[src/msr_pkg.sv]
// Shared types and constants of the spiral-order matrix reader.
package msr_pkg;

  localparam int MAX_DIM_DEF = 64;
  localparam int CFG_W       = 7;
  localparam int DATA_W      = 32;
  localparam int PADDR_W     = 3;

  // register index, taken from paddr[2]
  localparam logic REG_NUM_ROWS = 1'b0;
  localparam logic REG_NUM_COLS = 1'b1;

  typedef struct packed {
    logic              func;
    logic signed [31:0] elem_value;
  } req_t;

  typedef struct packed {
    logic signed [31:0] out_value;
    logic               is_last;
    logic               walk_done;
  } rsp_t;

  typedef enum logic [1:0] {
    HEAD_RIGHT = 2'd0,
    HEAD_DOWN  = 2'd1,
    HEAD_LEFT  = 2'd2,
    HEAD_UP    = 2'd3
  } heading_t;

  typedef enum logic {
    ST_IDLE = 1'b0,
    ST_READ = 1'b1
  } ctrl_state_t;

  typedef struct packed {
    logic load;
    logic fetch;
    logic done_res;
    logic capture;
  } cmd_t;

  typedef struct packed {
    logic walk_end;
  } stat_t;

endpackage

[src/msr_ctrl.sv]
// Controller: handshake and sequencing of load and fetch beats.
module msr_ctrl (
  input  logic          clk,
  input  logic          rst,
  input  logic          req_valid,
  input  logic          req_func,
  output logic          req_stall,
  output logic          rsp_valid,
  input  logic          rsp_stall,
  input  msr_pkg::stat_t stat,
  output msr_pkg::cmd_t  cmd
);

  msr_pkg::ctrl_state_t state, state_next;
  logic                 rsp_valid_next;

  always_ff @(posedge clk) begin
    if (rst) begin
      state     <= msr_pkg::ST_IDLE;
      rsp_valid <= 1'b0;
    end else begin
      state     <= state_next;
      rsp_valid <= rsp_valid_next;
    end
  end

  always_comb begin
    state_next     = state;
    rsp_valid_next = rsp_valid && rsp_stall;
    req_stall      = 1'b0;
    cmd            = '0;
    unique case (state)
      msr_pkg::ST_IDLE: begin
        // a fetch needs the output register free by this edge
        req_stall = req_func && rsp_valid && rsp_stall;
        if (req_valid && !req_stall) begin
          if (!req_func) begin
            cmd.load = 1'b1;
          end else if (stat.walk_end) begin
            cmd.done_res   = 1'b1;
            rsp_valid_next = 1'b1;
          end else begin
            cmd.fetch  = 1'b1;
            state_next = msr_pkg::ST_READ;
          end
        end
      end
      msr_pkg::ST_READ: begin
        req_stall      = 1'b1;
        cmd.capture    = 1'b1;
        rsp_valid_next = 1'b1;
        state_next     = msr_pkg::ST_IDLE;
      end
    endcase
  end

endmodule

[config.mk]
export PLATFORM = sky130hd
export DESIGN_NAME = msr_ctrl
export DESIGN_NICKNAME = d
export VERILOG_FILES = /design/src/msr_pkg.sv /design/src/msr_ctrl.sv
export SDC_FILE = /design/constraint.sdc
export NUM_CORES = 1
export LEC_CHECK = 0
export ABC_AREA = 1
export CAP_MARGIN = 20
export CORE_AREA = 2 2 39 41
export DETAILED_ROUTE_END_ITERATION = 8
export DIE_AREA = 0 0 41 43
export DONT_BUFFER_PORTS = 1
export SYNTH_ARGS = -nofsm -noshare
export SYNTH_HDL_FRONTEND = slang
export SYNTH_SLANG_ARGS = --single-unit
[constraint.sdc]
create_clock -name clk -period 0.9 [get_ports clk]
set_input_delay 0.045 -clock clk [delete_from_list [all_inputs] [get_ports clk]]
set_output_delay 0.045 -clock clk [all_outputs]
set_load 0.02 [all_outputs]
# Word-level counts from Yosys, hierarchy flattened
# Index checks and enable logic that the tools add are counted.
[op_classes]
n_reduce_logical = 5
bitwise = 1
n_mux = 15
[op_table]
columns = ["cell", "count"]
rows = [
  ["$mux 1", 9],
  ["$mux 3", 2],
  ["$pmux 1 s2", 3],
  ["$logic_and 1x1->1", 4],
  ["$mux 2", 1],
  ["$logic_not 1->1", 1],
  ["$not 1->1", 1],
]
[word_totals]
in_bits = 6
regBits = 2
out_inout_bits = 6
elab_cells = 23

# Depth between registers and ports, before layout
# Gate-level depths: netlist (run 1).
[depth]
ltp_word = 6
ltp_mapped = 3
depth_no_buf = 3

# Worst setup path after synthesis (run 1)
# Ideal clock, no wire load.
[synth_path]
kind = "flip-flop to output port"
start = "register rsp_valid"
end = "output port req_stall"
stages_incl_launch_ff = 3
slack_ns = -0.049
t_required_ns = 0.855
n_path_buf = 0
arrival_ns = 0.904
cell_sequence = "dfxtp_1 > nand2_1 > o21bai_1"
[synth_between]
elab_chain_cells = 3
[synth_rtl]
columns = ["element", "line_no", "rtl"]
rows = [
  ["from (decl)", "msr_ctrl.sv:8", "output logic rsp_valid,"],
  ["from (signal assigned)", "msr_ctrl.sv:23", "rsp_valid <= rsp_valid_next;"],
  ["$logic_and 1x1->1 (2 in a row)", "msr_ctrl.sv:35", "req_stall = req_func && rsp_valid && rsp_stall;"],
  ["$pmux 1 s2", "msr_ctrl.sv:32", "unique case (state)"],
  ["to (decl)", "msr_ctrl.sv:7", "output logic req_stall,"],
]
# No other way between the ends.

==> flow_summary.ini, run 1 <==
[routing]
postRouteWirelength_um = 398
vias = 147
routed_wire_length_per_instance_um = 9.71
drt-pass1-iter-count = 2
final_antenna_net_count = 0
drt_first_iter_violations = 3
drc_errors = 0
via_per_instance_ratio = 3.59

[synthesis]
synth-async-reset-ratio_pct = 0
count_of_warnings_emitted_by_yosys = 0
syn-num-nets = 23
synth_seq_area_share_pct = 35.2
netlist_top_cells_area = sky130_fd_sc_hd__dfxtp_1 35%, sky130_fd_sc_hd__nor2_1 13%, sky130_fd_sc_hd__nand4_1 11%
synth_edf_count = 0
most_common_cell_in_the_netlist = sky130_fd_sc_hd__nor2_1
syn_inst = 17
syn-cell-area_um2 = 114
post_synth.cell_area_avg_um2 = 6.70
yosys_reg_bits = 2
post-synth-top-area-cell = sky130_fd_sc_hd__dfxtp_1
synthDominantCellAreaShare_pct = 35.2
post_synth_num_cell_types = 9
ys.flop_type = sky130_fd_sc_hd__dfxtp_1

[global_routing]
largest_net_degree_at_the_start_of_global_routing = 8
grt_pass1_vias = 143
global_route.overflow_total = 0
global_route_wire_length_before_repair_um = 565
groute.usage.overall_pct = 5.71
antenna_found_initial = 0

[pwr]
power_frac_comb_pct = 18.4
seq_pwr_share_pct = 26.8
clock_power_share_pct = 54.8
switching_power_uw = 93.1
vdd_drop_max_v = 0.000304
p_per_area_mw_per_mm2 = 1470
leakage_uw = 0.000102
cellInternalPower_uw = 269
totalPowerFinal_uw = 362
sw_share_pct = 25.7

[timing]
rsz_0062_raised_after_global_routing = true
final.period_utilization_pct = 111
finalMaxSlewViolations = 0
final.min_clock_period_ns = 1.00
timing.setup.tns_ns = -0.258
slew_headroom_pct = 87.9
max_freq_mhz = 997
final.setup.worst_slack_ns = -0.103
finalSetupViolations = 3
clock_skew_ns = 0.00423
worst_slew_pin_slew_ns = 0.181
timing_hold_violations_final = 0

[outcome]
failed_checks = setup timing
outcome = complete, but fails checks

[placed_design]
post-place-ws_ns = 0.0789
dpl_cells = 35
gp_congestion = 0.508
port_buffers = 0

[die]
floorplan.die.width_um = 41
effective_utilization_at_floorplan_pct = 8.23
die_area_mm2 = 0.00176
placeableCoreArea_mm2 = 0.00138
die_y_um = 43
i_o_pins = 12
row_count = 14

[clock_network]
clock_path_buffers = 2
cts_tree = built
htreeDepth = 1
clock_sinks = 2
clock_insertion_delay_worst_skew_ns = 0.22
clk_pin_slew_ns = 0.03
root_buffer = sky130_fd_sc_hd__clkbuf_4
cts_made_buffers = 3

[setup_path]
cp-start-kind = flop
cp.required_ns = 0.85
timing.critical_path.fanout_max = 3
worst_setup_end_kind = output port
critPathKind = reg -> out
critPathArrivalTime_ns = 0.96

[finish]
finish.cell_count_without_fillers = 41
final_net_count = 33
final-seq-area_um2 = 45.0
number_of_antenna_repair_diodes = 0
area_delta_synth_final_pct = 115
finish.utilization_pct = 17.7
final.fill_count = 159
area_taken_by_multi_input_logic_gates_um2 = 98.8
layout-drive-gt1-share_pct = 64.0

[run]
cap_viol_max_count = 0

[min_path]
timing.hold.worst.class = in -> reg
## power by group through the flow
stage                     Combinational [uW]  Sequential [uW]  Clock [uW]
after CTS                               61.8             96.3         213
after global routing                    71.9             97.7         221
after floorplan                         31.7              101           0
after detailed placement                45.1             97.6           0
final                                   66.4             97.1         198
after global placement                  45.0             97.8           0
## worst max-delay path: stages, from the launching register on
cell and delay [ns]:
sky130_fd_sc_hd__dfxtp_2 0.31, sky130_fd_sc_hd__nand2_2 0.07, sky130_fd_sc_hd__nand4_1 0.16, sky130_fd_sc_hd__nor2_4 0.19
## path summary, 6_finish.rpt
path | endpoint | startpoint | cells past startpoint | slack [ns]
min reg2reg | state$_SDFF_PP0_ | state$_SDFF_PP0_ | 2 | 0.59
max | cmd[1] | rsp_valid$_SDFF_PP0_ | 3 | -0.10
max reg2reg | rsp_valid$_SDFF_PP0_ | rsp_valid$_SDFF_PP0_ | 4 | 0
min | rsp_valid$_SDFF_PP0_ | rsp_stall | 2 | 0.05
## kinds of logic after synthesis
logic type | count (synthesis) | synth area share (%)
AO/OA/AOI/OAI | 3 | 15.4
buffers and inverters | 3 | 13.2
flip-flops | 2 | 35.2
AND/OR/NAND/NOR | 9 | 36.3
## per-layer routing
metal | track usage, % | share of wire, % | up-vias | wire (um)
li1 | - | - | 71 | -
met1 | 3.18 | 32 | 70 | 128
met4 | 8.00 | 0 | 0 | 0
met5 | 0 | 0 | - | 0
met2 | 9.06 | 60 | 6 | 238
met3 | 3.14 | 8.0 | 0 | 32
## what timing repair did
action / 4_1_cts / 5_1_grt
buffers inserted: 2 / 0
hold buffers: 1 / 0
endpoints found under the setup margin: 5 / 5
resized for setup: 8 / 3
pin swaps: 3 / 3
hold endpoints to repair: 2 / 0
## metrics by stage
stage	hold WS (ns)	cell area, um^2
2_1_floorplan	0.114	123
6_report	0.0451	245
5_1_grt	0.0424	245
4_1_cts	0.0261	234
3_3_place_gp	0.121	158
3_5_place_dp	0.120	158
## sequential cells by signal (all words and copies together), names as in the netlist
register / cells
state: 1
rsp_valid: 1
## cells in the final DEF (no fill, tap or decap)
cell type,instances
sky130_fd_sc_hd__buf_4,4
sky130_fd_sc_hd__nor2_4,3
sky130_fd_sc_hd__clkbuf_4,3
sky130_fd_sc_hd__inv_1,2
sky130_fd_sc_hd__nand4_1,2
sky130_fd_sc_hd__nand2_2,1
sky130_fd_sc_hd__nand2_1,1
sky130_fd_sc_hd__o21bai_4,1
sky130_fd_sc_hd__a21oi_1,1
sky130_fd_sc_hd__a21oi_2,1
sky130_fd_sc_hd__or2_1,1
sky130_fd_sc_hd__nor2_1,1
sky130_fd_sc_hd__dlygate4sd3_1,1
sky130_fd_sc_hd__buf_6,1
sky130_fd_sc_hd__dfxtp_2,1
sky130_fd_sc_hd__dfxtp_4,1
## cell type report
type | count | area share, %
inverter | 2 | 3.06
multi-input combinational | 12 | 40.3
timing repair buffer | 6 | 20.9
sequential | 2 | 18.4
clock buffer | 3 | 9.18
tap | 16 | 8.16
Power figures use the tool's default switching activity.
==> run 2, diff against run 1 <==
Settings changed: ABC_AREA 1 to default.
Clock period 0.9 ns to 1.2 ns, I/O delays scaled along.
==> flow_summary.ini, run 2 <==
[outcome]
outcome = finished clean

[synthesis]
ys.flop_type = sky130_fd_sc_hd__dfxtp_1
post_synth_num_cell_types = 11
post_synth.cell_area_avg_um2 = 8.40
dominant_combinational_cell_family_by_area_after_synthesis = simple AND/OR/NAND/NOR gates
count_of_warnings_emitted_by_yosys = 0
syn-num-nets = 20
syn_inst = 14
netlist_top_cells_area = sky130_fd_sc_hd__dfxtp_1 34%, sky130_fd_sc_hd__nor4_2 11%, sky130_fd_sc_hd__a21bo_2 8.5%
synth_edf_count = 0
synth_seq_area_share_pct = 34.0
post-synth-top-area-cell = sky130_fd_sc_hd__dfxtp_1
syn-cell-area_um2 = 118
yosys-mux-area-fraction_pct = 0
synthDominantCellAreaShare_pct = 34.0
synth_compound_gate_area_share_pct = 24.5
synth.cells.most_frequent = 2 x sky130_fd_sc_hd__a21oi_1, 2 x sky130_fd_sc_hd__dfxtp_1, 2 x sky130_fd_sc_hd__nor3_1
synth_simple_gate_area_share_pct = 31.9
synth_xor_area_share_pct = 0
synth-async-reset-ratio_pct = 0
yosys_reg_bits = 2
synth_fa_ha_area_share_pct = 0

[clock_network]
cts_tree = built
post_cts_setup_buffer_count = 0
clock_path_buffers = 2
clock_insertion_delay_worst_skew_ns = 0.22
clk_pin_slew_ns = 0.03
htreeDepth = 1
clock_sinks = 2
root_buffer = sky130_fd_sc_hd__clkbuf_4
cts_made_buffers = 3

[global_routing]
grt_use_met2_pct = 9.38
grt_pass1_vias = 170
grt_util_met1_pct = 0.952
antenna_found_initial = 0
groute.usage.overall_pct = 4.80
gr-usage-met3_pct = 1.57
global_route.overflow_total = 0
global_route_wire_length_before_repair_um = 476
global_route.peak_usage_layer = met2
largest_net_degree_at_the_start_of_global_routing = 5

[routing]
final_antenna_net_count = 0
postRouteWirelength_um = 370
routed_wire_length_per_instance_um = 9.25
drt-pass1-iter-count = 2
vias = 146
via_per_instance_ratio = 3.65
drt_first_iter_violations = 1
drc_errors = 0

[die]
die_area_mm2 = 0.00176
placeableCoreArea_mm2 = 0.00138
floorplan.die.width_um = 41
row_count = 14
i_o_pins = 12
die_y_um = 43
effective_utilization_at_floorplan_pct = 8.50

[placed_design]
gp_congestion = 0.425
dpl_cells = 33
post-place-ws_ns = 0.231
place.detailed.hpwl_um = 238
port_buffers = 0

[setup_path]
critPathKind = in -> out
r2r-start = rsp_valid$_SDFF_PP0_
r2r_setup_slack_ns = 0.40
worst-r2r-cell-count = 3
timing.critical_path.to = cmd[1]
reg2reg_to = rsp_valid$_SDFF_PP0_
cp.required_ns = 1.14
cp-start-kind = primary input
timing.critical_path.fanout_max = 4
crit_path_start = req_valid
critPathArrivalTime_ns = 1.07
worst_setup_end_kind = output port

[finish]
area_taken_by_multi_input_logic_gates_um2 = 78.8
layout.cells.most_common_list = 4 x sky130_fd_sc_hd__dlygate4sd3_1, 4 x sky130_fd_sc_hd__buf_4, 3 x sky130_fd_sc_hd__clkbuf_4
final-seq-area_um2 = 40.0
final.fill_count = 156
final_net_count = 32
finish.utilization_pct = 17.0
finish.cell_count_without_fillers = 40
area_delta_synth_final_pct = 100
number_of_antenna_repair_diodes = 0
layout-drive-gt1-share_pct = 45.8
largest_registers = rsp_valid (1), state (1)

[timing]
finalSetupViolations = 0
max_freq_mhz = 884
worst_slew_pin_slew_ns = 0.371
clock_skew_ns = 0.00212
finalMaxSlewViolations = 0
slew_headroom_pct = 75.2
holdWs_ns = 0.00461
final.setup.worst_slack_ns = 0.0685
final.period_utilization_pct = 94.3
timing_hold_violations_final = 0
final.min_clock_period_ns = 1.13

[pwr]
p_per_area_mw_per_mm2 = 1150
vdd_drop_max_v = 0.000131
totalPowerFinal_uw = 271
leakage_uw = 0.0000953

[min_path]
timing.hold.worst.start = stat
timing.hold.worst.class = in -> reg

[run]
cap_viol_max_count = 0
[run 2: worst min path at each step]
stage                      endpoint  slack, ns  depth (start not counted)
3_5_place_dp       state$_SDFF_PP0_       0.14                          1
3_3_place_gp       state$_SDFF_PP0_       0.14                          1
6_report       rsp_valid$_SDFF_PP0_      0.005                          2
2_1_floorplan  rsp_valid$_SDFF_PP0_       0.13                          1
5_1_grt        rsp_valid$_SDFF_PP0_      0.007                          2
4_1_cts        rsp_valid$_SDFF_PP0_      0.002                          2
[run 2: worst max-delay path, cell delays in order]
cell	delay (ns)
sky130_fd_sc_hd__dlygate4sd3_1	0.57
sky130_fd_sc_hd__nand2b_4	0.08
sky130_fd_sc_hd__nor3_2	0.19
sky130_fd_sc_hd__buf_4	0.17
[run 2: layer usage]
layer,vias to the layer above,part of all wire (%)
met5,-,0
met3,0,10
met4,0,0
met1,66,31
met2,10,59
li1,70,-
[run 2: cells by family after synthesis]
group,Yosys count
AO/OA/AOI/OAI,4
buffers and inverters,2
flip-flops,2
AND/OR/NAND/NOR,6
[run 2: metrics by stage]
| step | TNS, ns | cell area, um^2 |
|---|---|---|
| global route | -0.0000430 | 235 |
| detailed placement | 0 | 160 |
| CTS | 0 | 218 |
| global placement | 0 | 160 |
| floorplan | 0 | 118 |
| finish | 0 | 235 |
[run 2: final cells by class]
type / instances / share of cell area, %
Multi-Input combinational cell: 10 / 33.5
Timing Repair Buffer: 8 / 29.8
Sequential cell: 2 / 17.0
Clock buffer: 3 / 9.57
Tap cell: 16 / 8.51
Inverter: 1 / 1.60
[run 2: report_power, final]
| part | internal (uW) | switching, uW |
|---|---|---|
| Combinational | 25.6 | 27.2 |
| Clock | 110 | 36.2 |
| Sequential | 69.8 | 1.74 |
| Total | 206 | 65.1 |
[run 2: what timing repair did]
action,in CTS,in global routing
hold buffers,3,1
pin swaps,0,1
endpoints found under the setup margin,1,2
gates resized for setup,1,2
hold endpoints to repair,2,1
==> run 3, diff against run 2 <==
--- a/config.mk
+++ b/config.mk
@@ -8,4 +8,5 @@
 export CAP_MARGIN = 20
 export CORE_AREA = 2 2 39 41
+export CTS_BUF_LIST = sky130_fd_sc_hd__clkbuf_16
 export DETAILED_ROUTE_END_ITERATION = 8
 export DIE_AREA = 0 0 41 43
==> constraint.sdc (replaced) <==
create_clock -name clk -period 1.2 [get_ports clk]
set_input_delay 0.12 -clock clk [delete_from_list [all_inputs] [get_ports clk]]
set_output_delay 0.12 -clock clk [all_outputs]
set_load 0.02 [all_outputs]
==> flow_summary.ini, run 3 (synthesis results as in run 2) <==
[outcome]
outcome = finished clean

[finish]
largest_registers = rsp_valid (1), state (1)
final_common_cell = sky130_fd_sc_hd__buf_4
final_net_count = 31
area_delta_synth_final_pct = 149
number_of_antenna_repair_diodes = 0
finish.cell_count_without_fillers = 39
layout.cells.most_common_list = 4 x sky130_fd_sc_hd__buf_4, 3 x sky130_fd_sc_hd__clkbuf_16, 2 x sky130_fd_sc_hd__a21oi_1, 2 x sky130_fd_sc_hd__dlygate4sd3_1
layout-drive-gt1-share_pct = 56.5
finish.utilization_pct = 21.2
summed_area_of_non_filler_cells_in_the_final_layout_um2 = 293

[clock_network]
clock_sinks = 2
cts_made_buffers = 3
clock_path_buffers = 2
cts_tree = built
root_buffer = sky130_fd_sc_hd__clkbuf_16
clock_insertion_delay_worst_skew_ns = 0.22
clk_pin_slew_ns = 0.03
htreeDepth = 1

[min_path]
timing.hold.worst.class = in -> reg

[placed_design]
gp_congestion = 0.418
placed_cell_area_um2 = 168
dpl_cells = 34
port_buffers = 0
place.detailed.hpwl_um = 287

[pwr]
totalPowerFinal_uw = 629
leakage_uw = 0.000121
vdd_drop_max_v = 0.000324
p_per_area_mw_per_mm2 = 2150

[routing]
routed_wire_length_per_instance_um = 10.7
vias = 143
drt_first_iter_violations = 2
via_per_instance_ratio = 3.67
drt-pass1-iter-count = 2
final_antenna_net_count = 0
drc_errors = 0
postRouteWirelength_um = 418

[timing]
slew_headroom_pct = 86.6
finalMaxSlewViolations = 0
clock_skew_ns = 0.000370
max_freq_mhz = 837
worst_slew_pin_slew_ns = 0.199
final.min_clock_period_ns = 1.19
final.period_utilization_pct = 99.5
rsz_0062_raised_after_global_routing = true
timing_hold_violations_final = 0
finalSetupViolations = 0

[setup_path]
cp.required_ns = 1.08
cp-start-kind = flop
timing.critical_path.fanout_max = 3
crit_path_max_delay_family = flip-flops
worst_setup_end_kind = output port
timing.critical_path.cells = a21bo_4 > nor3_4 > buf_6
cpPeakStageDelay_ns = 0.31
worst-path-buf-inv = 1
critPathKind = reg -> out
critPathArrivalTime_ns = 1.07
critical_path.slowest_cell = sky130_fd_sc_hd__dfxtp_2

[die]
die_y_um = 43
row_count = 14
floorplan.die.width_um = 41
die_area_mm2 = 0.00176
i_o_pins = 12
effective_utilization_at_floorplan_pct = 8.50
placeableCoreArea_mm2 = 0.00138

[global_routing]
global_route.overflow_total = 0
global_route_wire_length_before_repair_um = 441
grt_pass1_vias = 148
largest_net_degree_at_the_start_of_global_routing = 5
antenna_found_initial = 0
groute.usage.overall_pct = 4.40

[run]
cap_viol_max_count = 0
==> run 3: timing repair <==
action | 4_1_cts | 5_1_grt
setup buffers | 0 | 0
pin swaps | 1 | 2
cloned | 0 | 0
hold endpoints to repair | 2 | 0
setup endpoints to repair | 1 | 2
hold buffers | 2 | 0
gates resized for setup | 3 | 4
==> run 3: report_power, final <==
| group | internal [uW] | total [uW] | switching (uW) | leakage [uW] |
|---|---|---|---|---|
| clock network | 424 | 500 | 76.1 | 0.0000370 |
| logic | 27.4 | 56.4 | 29.1 | 0.0000675 |
| registers | 70.2 | 72.0 | 1.84 | 0.0000167 |
==> run 3: path summary, 6_finish.rpt <==
check / cells past startpoint / to / slack (ns) / from
hold reg to reg: 2 / state$_SDFF_PP0_ / 0.56 / rsp_valid$_SDFF_PP0_
setup / recovery: 3 / cmd[1] / 0.005 / rsp_valid$_SDFF_PP0_
hold / removal: 2 / rsp_valid$_SDFF_PP0_ / 0.05 / req_func
setup reg to reg: 3 / rsp_valid$_SDFF_PP0_ / 0.39 / rsp_valid$_SDFF_PP0_
==> run 3: per-layer routing <==
layer / track usage (%) / vias to the layer above / share of wire (%)
li1: - / 68 / -
met1: 2.87 / 60 / 31
met2: 6.25 / 13 / 54
met3: 1.57 / 2 / 14
met4: 8.00 / 0 / 0.96
met5: 0 / - / 0
==> run 3: metrics by stage <==
stage               setup TNS (ns)  hold slack [ns]  setup slack, ns
floorplan                  -0.0173            0.189         -0.00863
global placement                 0            0.197            0.187
detailed placement               0            0.198            0.165
CTS                              0           0.0598           0.0145
global route               -0.0137           0.0669          -0.0137
finish                           0           0.0518          0.00546
==> run 3: worst register-to-register path, stage by stage, from the launching register on <==
cell	delay, ns
sky130_fd_sc_hd__dfxtp_2	0.31
sky130_fd_sc_hd__buf_4	0.16
sky130_fd_sc_hd__a21oi_1	0.14
sky130_fd_sc_hd__a21oi_1	0.08
==> run 3: cell type report <==
type | count | area (um^2)
Fill cell | 153 | 1090
Multi-Input combinational cell | 10 | 91.3
Clock buffer | 3 | 75.1
Timing Repair Buffer | 7 | 61.3
Sequential cell | 2 | 41.3
Tap cell | 16 | 20.0
Inverter | 1 | 3.75
